**src/rtl/assert_macros.svh**
```systemverilog
`ifndef ASSERT_MACROS_SVH
`define ASSERT_MACROS_SVH

// Concurrent checks sampled on clk and switched off while rst_n is low.
`define BFA_ASSERT_IMPL(label, ante, cons, msg) \
    label: assert property (@(posedge clk) disable iff (!rst_n) (ante) |-> (cons)) \
        else $error(msg);

`define BFA_ASSERT_NEXT(label, ante, cons, msg) \
    label: assert property (@(posedge clk) disable iff (!rst_n) (ante) |=> (cons)) \
        else $error(msg);

`endif

```
**src/rtl/bfa_ram.sv**
```systemverilog
`timescale 1ns / 1ps

module bfa_ram #(
    parameter int WIDTH = 8,
    parameter int DEPTH = 16
)(
    input  logic                     clk,
    input  logic                     we,
    input  logic [$clog2(DEPTH)-1:0] waddr,
    input  logic [WIDTH-1:0]         wdata,
    input  logic [$clog2(DEPTH)-1:0] raddr,
    output logic [WIDTH-1:0]         rdata
);

    logic [WIDTH-1:0] mem [DEPTH];

    always_ff @(posedge clk)
    begin
        if (we)
        begin
            mem[waddr] <= wdata;
        end
        rdata <= mem[raddr];
    end

endmodule

```
**config.mk**
```make
export PLATFORM = sky130hd
export DESIGN_NAME = bfa_ram
export DESIGN_NICKNAME = d
export VERILOG_FILES = /design/src/rtl/assert_macros.svh /design/src/rtl/bfa_ram.sv
export SDC_FILE = /design/constraint.sdc
export NUM_CORES = 1
export LEC_CHECK = 0
export BUFFER_PORTS_ARGS = -buffer_cell sky130_fd_sc_hd__buf_4
export CAP_MARGIN = 20
export CORE_UTILIZATION = 44
export CTS_BUF_LIST = sky130_fd_sc_hd__clkbuf_8
export CTS_CLUSTER_DIAMETER = 100
export DETAILED_ROUTE_END_ITERATION = 8
export PLACE_DENSITY = 0.74
export SETUP_SLACK_MARGIN = 0.3
export SLEW_MARGIN = 40
export SYNTH_ARGS = -nofsm -noshare
export SYNTH_HDL_FRONTEND = slang
export SYNTH_SLANG_ARGS = --single-unit
```
**constraint.sdc**
```tcl
create_clock -name clk -period 1.36 [get_ports clk]
set_input_delay 0 -clock clk [delete_from_list [all_inputs] [get_ports clk]]
set_output_delay 0 -clock clk [all_outputs]
set_load 0.02 [all_outputs]
```
==> flow_metrics.py, run 1 <==
metrics = {
    "clock_network": {
        "clk_latency_ns": 0.44,
        "cts_tree": "yes",
        "postCtsSetupRepairBufs": 0,
        "cts_made_buffers": 17,
        "clockBufferDepth": 2,
        "clockRootBuffer": "clkbuf_8",
        "path_clk_slew_ns": 0.08,
        "htreeDepth": 4,
        "cts.sinks": 136,
    },
    "place": {
        "place_congestion": 0.7408,
        "placed_cells": 410,
        "dp_hpwl_microns": 6352,
        "io_buffers": 25,
    },
    "detailed_routing": {
        "wl_met2_microns": 4798,
        "viasPerCell": 5.451,
        "routed_wl_microns": 9457,
        "firstDrtPassIters": 4,
        "route.top_layer_used": "met4",
        "routed-wl-met3_microns": 623,
        "wl_per_cell_microns": 21.02,
        "drt_iter0_drc": 147,
        "met1_length_microns": 3964,
        "vias": 2453,
        "drcViolationCount": 0,
        "ant_nets": 0,
    },
    "worst_setup_path": {
        "path_class": "flip-flop to flip-flop",
        "critPathMaxFanout": 1,
        "worst_setup_path_start_kind": "flip-flop",
        "crit_required_ns": 1.68,
        "crit_path_end_kind": "flip-flop",
        "worst-endpoint-arrival_ns": 1.58,
    },
    "outcome": {
        "outcome": "finished clean",
    },
    "timing": {
        "worst_pin_slew_ns": 0.7770,
        "slew_violations": 0,
        "rsz0062_at_grt": "yes",
        "setup_violations": 0,
        "slew-limit-headroom_pct": 48.01,
        "holdWs_ns": 0.1137,
        "hold_viol": 0,
        "timing.fmax_mhz": 789.2,
        "period_needed_ns": 1.267,
        "setup-tns-final_ns": 0,
        "post-route-period-util_pct": 93.17,
        "clock_skew_ns": 0.01114,
    },
    "grt": {
        "grt_max_degree": 17,
        "antenna_found_initial": 0,
        "grt_pass1_wl_microns": 14720,
        "grt_overflow_total": 0,
        "grt_pass1_vias": 2551,
        "track_usage_pct": 18.06,
    },
    "layout": {
        "fillers": 900,
        "fin_nets": 312,
        "drive_above_1_share_pct": 41.69,
        "antennaDiodeCount": 0,
        "multi_input_area_sq_um": 1086,
        "regArea_sq_um": 4004,
        "final_common_cell": "edfxtp_1",
        "mostFrequentLayoutCells": "edfxtp_1, buf_4, mux4_2, clkbuf_8, nor2_1",
        "area_growth_pct": 20.35,
        "finalNonFillerCells": 450,
    },
    "power": {
        "p_leak_nw": 2.054,
        "ir_worst_vdd_v": 0.0007966,
        "power_density_nw_per_um2": 1422,
    },
    "logic_synthesis": {
        "yosys.area.top_type": "edfxtp_1",
        "postSynthCellCount": 229,
        "yosysSeqAreaShare_pct": 77.78,
        "synth_area_per_cell_sq_um": 22.48,
        "synth.net_count": 247,
        "yosys_warnings": 0,
        "post_synth_num_cell_types": 19,
        "syn_area_sq_um": 5147,
        "netlist.area_leader.share_pct": 74.67,
        "synth_area_leaders": "edfxtp_1, mux4_2, mux4_1",
        "ys_ff_latch": 136,
    },
    "die": {
        "rows": 39,
        "core_area_sq_um": 11420,
        "die_y_microns": 110.2,
        "io_pins": 26,
        "die_w_microns": 110.2,
        "start_util_pct": 45.08,
        "die_area_sq_um": 12140,
    },
    "min_path": {
        "hp-class": "input pin to flip-flop",
    },
    "run": {
        "maxCapViolations": 0,
    },
}
==> state kept, by name, indices dropped and copies added (netlist names) <==
signal	count
rdata	8
mem	128
==> logic make-up after synthesis <==
logic type	count (synthesis)	synth area share, %
flops	136	77.78
simple gates	35	3.184
mux	32	15.02
compound gates	16	2.334
buf+inv	10	1.677
==> synthesized netlist by cell type, drive strengths merged <==
cell type / count
a22oi: 16
and2: 1
and2b: 1
buf: 7
clkdlybuf4s25: 3
dfxtp: 8
edfxtp: 128
mux4: 32
nand2: 9
nand2b: 2
nand3: 1
nand3b: 2
nor2: 13
nor2b: 1
nor3: 4
or3b: 1
==> routing by layer <==
metal | vias to the layer above | track usage, %
li1 | 1088 | -
met1 | 1270 | 24.53
met2 | 89 | 28.17
met3 | 6 | 5.115
met4 | 0 | 6.485
met5 | - | 0
==> layout make-up <==
class / count / share of cell area (%)
flip-flops and latches: 136 / 64.63
multi-input cells: 83 / 17.53
repair buffers: 56 / 7.918
clock buffers: 17 / 3.777
clock inverters: 15 / 3.252
well taps: 143 / 2.888
==> worst max-delay path, cell delays in order, from the launching register on <==
cell      delay, ns
edfxtp_1       0.37
mux4_2         0.50
a22oi_2        0.18
nand2_1        0.09
==> path summary, 6_finish.rpt <==
path / start / end / slack [ns] / depth (start not counted)
hold reg to reg: mem[14][3]$_DFFE_PP_ / rdata[3]$_DFF_P_ / 0.67 / 3
setup / recovery: mem[7][4]$_DFFE_PP_ / rdata[4]$_DFF_P_ / 0.09 / 3
hold / removal: waddr[1] / mem[0][2]$_DFFE_PP_ / 0.11 / 3
setup reg to reg: mem[7][4]$_DFFE_PP_ / rdata[4]$_DFF_P_ / 0.09 / 3
==> repair_timing <==
action / in CTS / in global routing
hold buffers: 8 / 0
pin swaps: 0 / 1
setup endpoints to repair: 8 / 8
resized for setup: 6 / 3
endpoints found under the hold margin: 128 / 0
==> power breakdown <==
part           internal, mW  switching, mW
combinational         0.265          0.299
clock                  2.00           1.53
sequential             4.68         0.0315
==> per-stage QoR <==
step	setup WS, ns	total power [mW]	util [%]	area [sq um]
5_1_grt	0.05069	9.113	54.25	6195
2_1_floorplan	0.2331	5.080	-	5131
4_1_cts	0.06883	8.880	54.12	6180
3_5_place_dp	0.03298	5.340	49.34	5634
6_report	0.09284	8.810	54.25	6195
3_3_place_gp	0.03113	5.319	49.34	5634
No activity file was read; power rests on OpenSTA's default activity.
==> run 2: changes to the inputs <==
--- a/config.mk
+++ b/config.mk
@@ -5,6 +5,7 @@
 export SDC_FILE = /design/constraint.sdc
 export NUM_CORES = 1
 export LEC_CHECK = 0
+export ABC_AREA = 1
 export BUFFER_PORTS_ARGS = -buffer_cell sky130_fd_sc_hd__buf_4
 export CAP_MARGIN = 20
 export CORE_UTILIZATION = 44
==> constraint.sdc (replaced) <==
create_clock -name clk -period 1.36 [get_ports clk]
set_input_delay 0 -clock clk [delete_from_list [all_inputs] [get_ports clk]]
set_output_delay 0 -clock clk [all_outputs]
set_load 0.01 [all_outputs]
==> run 2 against run 1 <==
Cell area up 8.9%. Flip-flop and latch count unchanged. First-iteration DRC count rose to 2.6 times the previous value. Global-route usage up 2.4 points. Core utilization down 1.2 points. Sequential power about the same. Critical path depth up 3. Total power up 0.66%. Largest power group unchanged.
==> flow_metrics.py, run 2 <==
metrics = {
    "outcome": {
        "outcome": "finished clean",
    },
    "power": {
        "p_int_mw": 6.882,
        "ir_worst_vdd_v": 0.0006206,
        "p_leak_nw": 2.931,
        "power_density_nw_per_um2": 1314,
        "clkPwrFrac_pct": 39.6,
        "p_switching_mw": 1.986,
        "swShare_pct": 22.40,
        "comb_power_share_pct": 7.3,
        "p_seq_share_pct": 53.2,
    },
    "detailed_routing": {
        "drt_iter0_drc": 385,
        "wl_per_cell_microns": 16.02,
        "routed_wl_microns": 12610,
        "drcViolationCount": 0,
        "ant_nets": 0,
        "firstDrtPassIters": 5,
        "vias": 3884,
        "viasPerCell": 4.935,
    },
    "grt": {
        "grt_max_degree": 65,
        "grt_pass1_wl_microns": 19620,
        "antenna_found_initial": 0,
        "track_usage_pct": 20.44,
        "grt_pass1_vias": 3676,
        "grt_overflow_total": 0,
    },
    "layout": {
        "antennaDiodeCount": 0,
        "drive_above_1_share_pct": 13.33,
        "largest_register": "mem",
        "largest_register_ffs": 128,
        "fin_util_pct": 53.03,
        "final_common_cell": "nand2_1",
        "largestRegisters": "mem: 128 flops, rdata: 8 flops",
        "finalNonFillerCells": 787,
        "area_growth_pct": 16.99,
        "mostFrequentLayoutCells": "nand2_1, edfxtp_1, inv_1, nand3_1, buf_4",
        "fin_area_sq_um": 6746,
        "fin_nets": 620,
        "fillers": 1112,
    },
    "logic_synthesis": {
        "syn_area_sq_um": 5767,
        "yosys.area.top_type": "edfxtp_1",
        "synthSimpleGateAreaFrac_pct": 21.05,
        "synth_top_family_by_area": "simple AND/OR/NAND/NOR gates",
        "post_synth_num_cell_types": 12,
        "synth_area_leaders": "edfxtp_1, nand2_1, nand3_1",
        "synth_ff_type": "edfxtp_1",
        "postSynthCellCount": 551,
        "yosys_warnings": 0,
        "yosysSeqAreaShare_pct": 69.43,
        "synth-xor-area-share_pct": 0,
        "synth_common_cells": "nand2_1, edfxtp_1, inv_1",
        "synth_area_per_cell_sq_um": 10.47,
        "synth.net_count": 569,
        "synth-compound-area-share_pct": 0,
        "ys_ff_latch": 136,
        "async_flop_share_pct": 0,
        "netlist.area_leader.share_pct": 66.65,
        "synth_edf_count": 128,
        "synth_most_common_cell": "nand2_1",
        "synth_adder_area_share_pct": 0,
        "synth_mux_area_share_pct": 0,
    },
    "place": {
        "dpl-instance-area_sq_um": 6218,
        "io_buffers": 25,
        "placed_cells": 746,
        "dp_hpwl_microns": 7673,
        "place_congestion": 0.8073,
        "place_ws_ns": 0.2500,
    },
    "timing": {
        "setup_ws_ns": 0.3513,
        "slew-limit-headroom_pct": 80.10,
        "rsz0062_at_grt": "yes",
        "setup-tns-final_ns": 0,
        "setup_violations": 0,
        "slew_violations": 0,
        "period_needed_ns": 1.009,
        "hold_viol": 0,
        "clock_skew_ns": 0.009993,
        "post-route-period-util_pct": 74.17,
        "worst_pin_slew_ns": 0.2982,
        "timing.fmax_mhz": 991.4,
    },
    "die": {
        "die_y_microns": 116.5,
        "die_w_microns": 116.5,
        "core_area_sq_um": 12720,
        "start_util_pct": 45.33,
        "io_pins": 26,
        "rows": 41,
        "die_area_sq_um": 13570,
    },
    "worst_setup_path": {
        "path_depth": 6,
        "cp_top_family": "simple AND/OR/NAND/NOR gates",
        "r2r_cells": 6,
        "r2r_end": "rdata[2]$_DFF_P_",
        "crit_path_cell_trace": "inv_1, nand2_1, nand3_1, nand3_2, nand3_1, nand2_1",
        "worst_setup_path_start_kind": "flip-flop",
        "crit_required_ns": 1.70,
        "max_stage_delay_ns": 0.37,
        "path_buf_inv": 1,
        "reg2reg_from": "mem[3][2]$_DFFE_PP_",
        "path_class": "flip-flop to flip-flop",
        "critPathMaxFanout": 1,
        "worst-endpoint-arrival_ns": 1.35,
        "crit_path_end_kind": "flip-flop",
        "critPathLaunch": "mem[3][2]$_DFFE_PP_",
        "slowest_stage": "edfxtp_1",
        "r2r_setup_slack_ns": 0.35,
        "endpoint": "rdata[2]$_DFF_P_",
    },
    "clock_network": {
        "clockRootBuffer": "clkbuf_8",
        "cts_tree": "yes",
        "cts_made_buffers": 17,
        "cts.sinks": 136,
        "clk_latency_ns": 0.45,
        "postCtsSetupRepairBufs": 0,
        "clockBufferDepth": 2,
        "path_clk_slew_ns": 0.08,
        "htreeDepth": 4,
    },
    "min_path": {
        "holdCritStartpoint": "raddr[1]",
        "hp-class": "input pin to flip-flop",
        "holdPathStages": 5,
    },
    "run": {
        "maxCapViolations": 0,
    },
}
==> run 2: worst min path at each step <==
stage	endpoint	slack [ns]
finish	rdata[0]$_DFF_P_	0.03
global route	rdata[0]$_DFF_P_	0.03
CTS	rdata[0]$_DFF_P_	0.01
detailed placement	rdata[0]$_DFF_P_	0.35
global placement	mem[5][2]$_DFFE_PP_	0.34
floorplan	mem[0][0]$_DFFE_PP_	0.1
==> run 2: cell type report <==
class	instances	area (sq um)	share of cell area, %
Sequential cell	136	4004	59.35
Multi-Input combinational cell	289	1229	18.21
Timing Repair Buffer	56	493.0	7.307
Inverter	102	382.9	5.675
Clock buffer	17	234.0	3.468
Tap cell	172	215.2	3.190
Clock inverter	15	188.9	2.800
==> run 2: kinds of logic after synthesis <==
kind of cell / count (synthesis)
DFF: 136
buffers and inverters: 126
and+or+nand+nor: 289
==> run 2: through the flow <==
step	power [mW]	hold WS [ns]
2_1_floorplan	5.139	0.09887
3_3_place_gp	5.403	0.3389
3_5_place_dp	5.421	0.3452
4_1_cts	8.900	0.01123
5_1_grt	9.166	0.02909
6_report	8.867	0.02742
==> run 2: power groups by stage <==
stage               logic, mW  clock network [mW]  registers, mW
floorplan               0.331                   0           4.81
global placement        0.597                   0           4.81
detailed placement      0.611                   0           4.81
CTS                     0.636                3.55           4.72
global route            0.705                3.74           4.72
finish                  0.643                3.51           4.71
==> run 2: what timing repair did <==
action | CTS | global route
endpoints found under the setup margin | 0 | 4
gates resized for setup | 0 | 3
hold buffers | 9 | 0
hold endpoints to repair | 136 | 0
==> run 2: worst reg2reg max path, cell delays in order, from the launching register on <==
cell and delay [ns]:
edfxtp_1 0.37, inv_1 0.06, nand2_1 0.04, nand3_1 0.14, nand3_2 0.12, nand3_1 0.11, nand2_1 0.05
==> run 2: routing by layer <==
layer / GRT usage, % / vias to the layer above / wire length [microns]
li1: - / 1869 / -
met1: 26.97 / 1822 / 5278
met2: 31.64 / 161 / 6060
met3: 5.864 / 32 / 870
met4: 8.889 / 0 / 400
met5: 0 / - / 0
==> run 3: changes to the inputs <==
--- a/config.mk
+++ b/config.mk
@@ -5,7 +5,7 @@
 export SDC_FILE = /design/constraint.sdc
 export NUM_CORES = 1
 export LEC_CHECK = 0
-export ABC_AREA = 1
+export ABC_AREA = 0
 export BUFFER_PORTS_ARGS = -buffer_cell sky130_fd_sc_hd__buf_4
 export CAP_MARGIN = 20
 export CORE_UTILIZATION = 44
==> constraint.sdc (replaced) <==
create_clock -name clk -period 0.9 [get_ports clk]
set_input_delay 0 -clock clk [delete_from_list [all_inputs] [get_ports clk]]
set_output_delay 0 -clock clk [all_outputs]
set_load 0.01 [all_outputs]
==> run 3 against run 2 <==
The run now ends with setup timing left. Clock-buffer cell count did not move. Flip-flop and latch count stayed put. First-iteration DRC count down 69%. Non-clock buffer count rose by 6. Via count shrank 36%. Clock power is 56% higher. Global-route usage down 3.2 points. Cell count fell by 42%. Critical path depth down 3. Fmax is 19% lower. Critical path type unchanged. Critical endpoint unchanged. Largest power group unchanged.
==> flow_metrics.py, run 3 (same netlist as run 1, synthesis figures left out) <==
metrics = {
    "layout": {
        "largestRegisters": "mem: 128 flops, rdata: 8 flops",
        "fin_util_pct": 57.92,
        "fin_nets": 318,
        "fin_area_sq_um": 6614,
        "regArea_sq_um": 4014,
        "antennaDiodeCount": 0,
        "final_common_cell": "edfxtp_1",
        "largest_register": "mem",
        "area_growth_pct": 28.49,
        "largest_register_ffs": 128,
        "mostFrequentLayoutCells": "edfxtp_1, mux4_2, buf_4, clkbuf_8, buf_12",
        "multi_input_area_sq_um": 1227,
        "fillers": 855,
        "drive_above_1_share_pct": 49.52,
    },
    "die": {
        "core_area_sq_um": 11420,
        "die_area_sq_um": 12140,
        "die_w_microns": 110.2,
        "die_y_microns": 110.2,
        "io_pins": 26,
        "rows": 39,
        "start_util_pct": 45.08,
    },
    "clock_network": {
        "cts.sinks": 136,
        "clockRootBuffer": "clkbuf_8",
        "clk_latency_ns": 0.42,
        "path_clk_slew_ns": 0.07,
        "clockBufferDepth": 2,
        "cts_tree": "yes",
        "cts_made_buffers": 17,
        "htreeDepth": 4,
    },
    "grt": {
        "grt_overflow_total": 0,
        "grt_max_degree": 17,
        "grt_pass1_wl_microns": 14230,
        "track_usage_pct": 17.26,
        "antenna_found_initial": 0,
        "grt_pass1_vias": 2696,
    },
    "timing": {
        "timing.fmax_mhz": 804.5,
        "setup_ws_ns": -0.3431,
        "hold_viol": 0,
        "rsz0062_at_grt": "yes",
        "period_needed_ns": 1.243,
        "post-route-period-util_pct": 138.1,
        "holdWs_ns": 0.06011,
        "worst_pin_slew_ns": 0.9320,
        "setup_violations": 8,
        "clock_skew_ns": 0.007316,
        "slew_violations": 0,
        "slew-limit-headroom_pct": 37.74,
    },
    "power": {
        "power_density_nw_per_um2": 2049,
        "ir_worst_vdd_v": 0.001130,
        "p_leak_nw": 2.167,
        "finalPower_mw": 13.55,
    },
    "worst_setup_path": {
        "crit_path_end_kind": "flip-flop",
        "r2r_cells": 3,
        "reg2reg_from": "mem[8][2]$_DFFE_PP_",
        "crit_required_ns": 1.21,
        "worst-endpoint-arrival_ns": 1.55,
        "worst_setup_path_start_kind": "flip-flop",
        "critPathMaxFanout": 1,
        "path_class": "flip-flop to flip-flop",
        "r2r_setup_slack_ns": -0.34,
        "r2r_end": "rdata[2]$_DFF_P_",
    },
    "outcome": {
        "failed_checks": "setup timing",
        "outcome": "finished with violations",
    },
    "detailed_routing": {
        "firstDrtPassIters": 6,
        "drcViolationCount": 0,
        "wl_per_cell_microns": 20.31,
        "ant_nets": 0,
        "drt_iter0_drc": 118,
        "vias": 2489,
        "routed_wl_microns": 9260,
        "viasPerCell": 5.458,
    },
    "min_path": {
        "hp-class": "input pin to flip-flop",
        "holdCritStartpoint": "raddr[1]",
        "holdPathStages": 4,
        "hold_end": "rdata[0]$_DFF_P_",
    },
    "run": {
        "maxCapViolations": 0,
    },
    "place": {
        "place_congestion": 0.7108,
        "dpl-instance-area_sq_um": 5898,
        "dp_hpwl_microns": 6341,
        "io_buffers": 25,
    },
}
## run 3: cell types whose count changed in the layout (fill, tap and decap cells not counted), moves of 13 or more
cell / change
buf_12: +13
buf_4: -20
buf_6: +14
nand2_1: -165
nor2_1: -16
nand3_1: -94
mux4_2: +32
inv_1: -101
## run 3: final cells by class
class / count / area share [%]
clock buffers: 17 / 3.538
clock inverters: 15 / 3.159
multi-input cells: 83 / 18.56
flip-flops and latches: 136 / 60.69
well taps: 143 / 2.705
repair buffers: 62 / 11.35
## run 3: how the worst max path moves through the flow
| stage | from | end | slack [ns] | cells past startpoint |
|---|---|---|---|---|
| after global placement | raddr[0] | rdata[5]$_DFF_P_ | -0.37 | 5 |
| after floorplan | mem[3][0]$_DFFE_PP_ | rdata[0]$_DFF_P_ | -0.23 | 3 |
| after global routing | mem[3][5]$_DFFE_PP_ | rdata[5]$_DFF_P_ | -0.37 | 3 |
| final | mem[8][2]$_DFFE_PP_ | rdata[2]$_DFF_P_ | -0.34 | 3 |
| after detailed placement | raddr[0] | rdata[5]$_DFF_P_ | -0.38 | 5 |
| after CTS | mem[8][2]$_DFFE_PP_ | rdata[2]$_DFF_P_ | -0.36 | 3 |
## run 3: stage by stage
stage,cells,worst slack [ns],TNS (ns)
finish,456,-0.3431,-2.556
global route,456,-0.3710,-2.827
CTS,456,-0.3581,-2.662
detailed placement,413,-0.3849,-31.92
global placement,413,-0.3750,-30.24
floorplan,229,-0.2269,-8.879
## run 3: power by group
part	switching, mW	internal (mW)
sequential	0.0550	7.08
clock	2.21	3.26
combinational	0.455	0.492
## run 3: timing repair
| action | 4_1_cts | 5_1_grt |
|---|---|---|
| hold buffers | 8 | 0 |
| hold endpoints to repair | 128 | 0 |
| gates resized for setup | 31 | 5 |
| endpoints found under the setup margin | 120 | 112 |
| pin swaps | 14 | 4 |
| buffers inserted | 3 | 0 |
## run 3: metal layers
layer	vias up	part of all wire, %	global-route usage (%)	routed length (microns)
li1	1100	-	-	-
met1	1309	42	20.76	3880
met2	68	53	29.51	4900
met3	12	3.9	5.526	357
met4	0	1.3	5.827	121
met5	-	0	0	0
## run 3: critical path: stages (launching register included)
cell      delay [ns]
edfxtp_1        0.40
mux4_2          0.49
a22oi_2         0.18
nand2_1         0.06
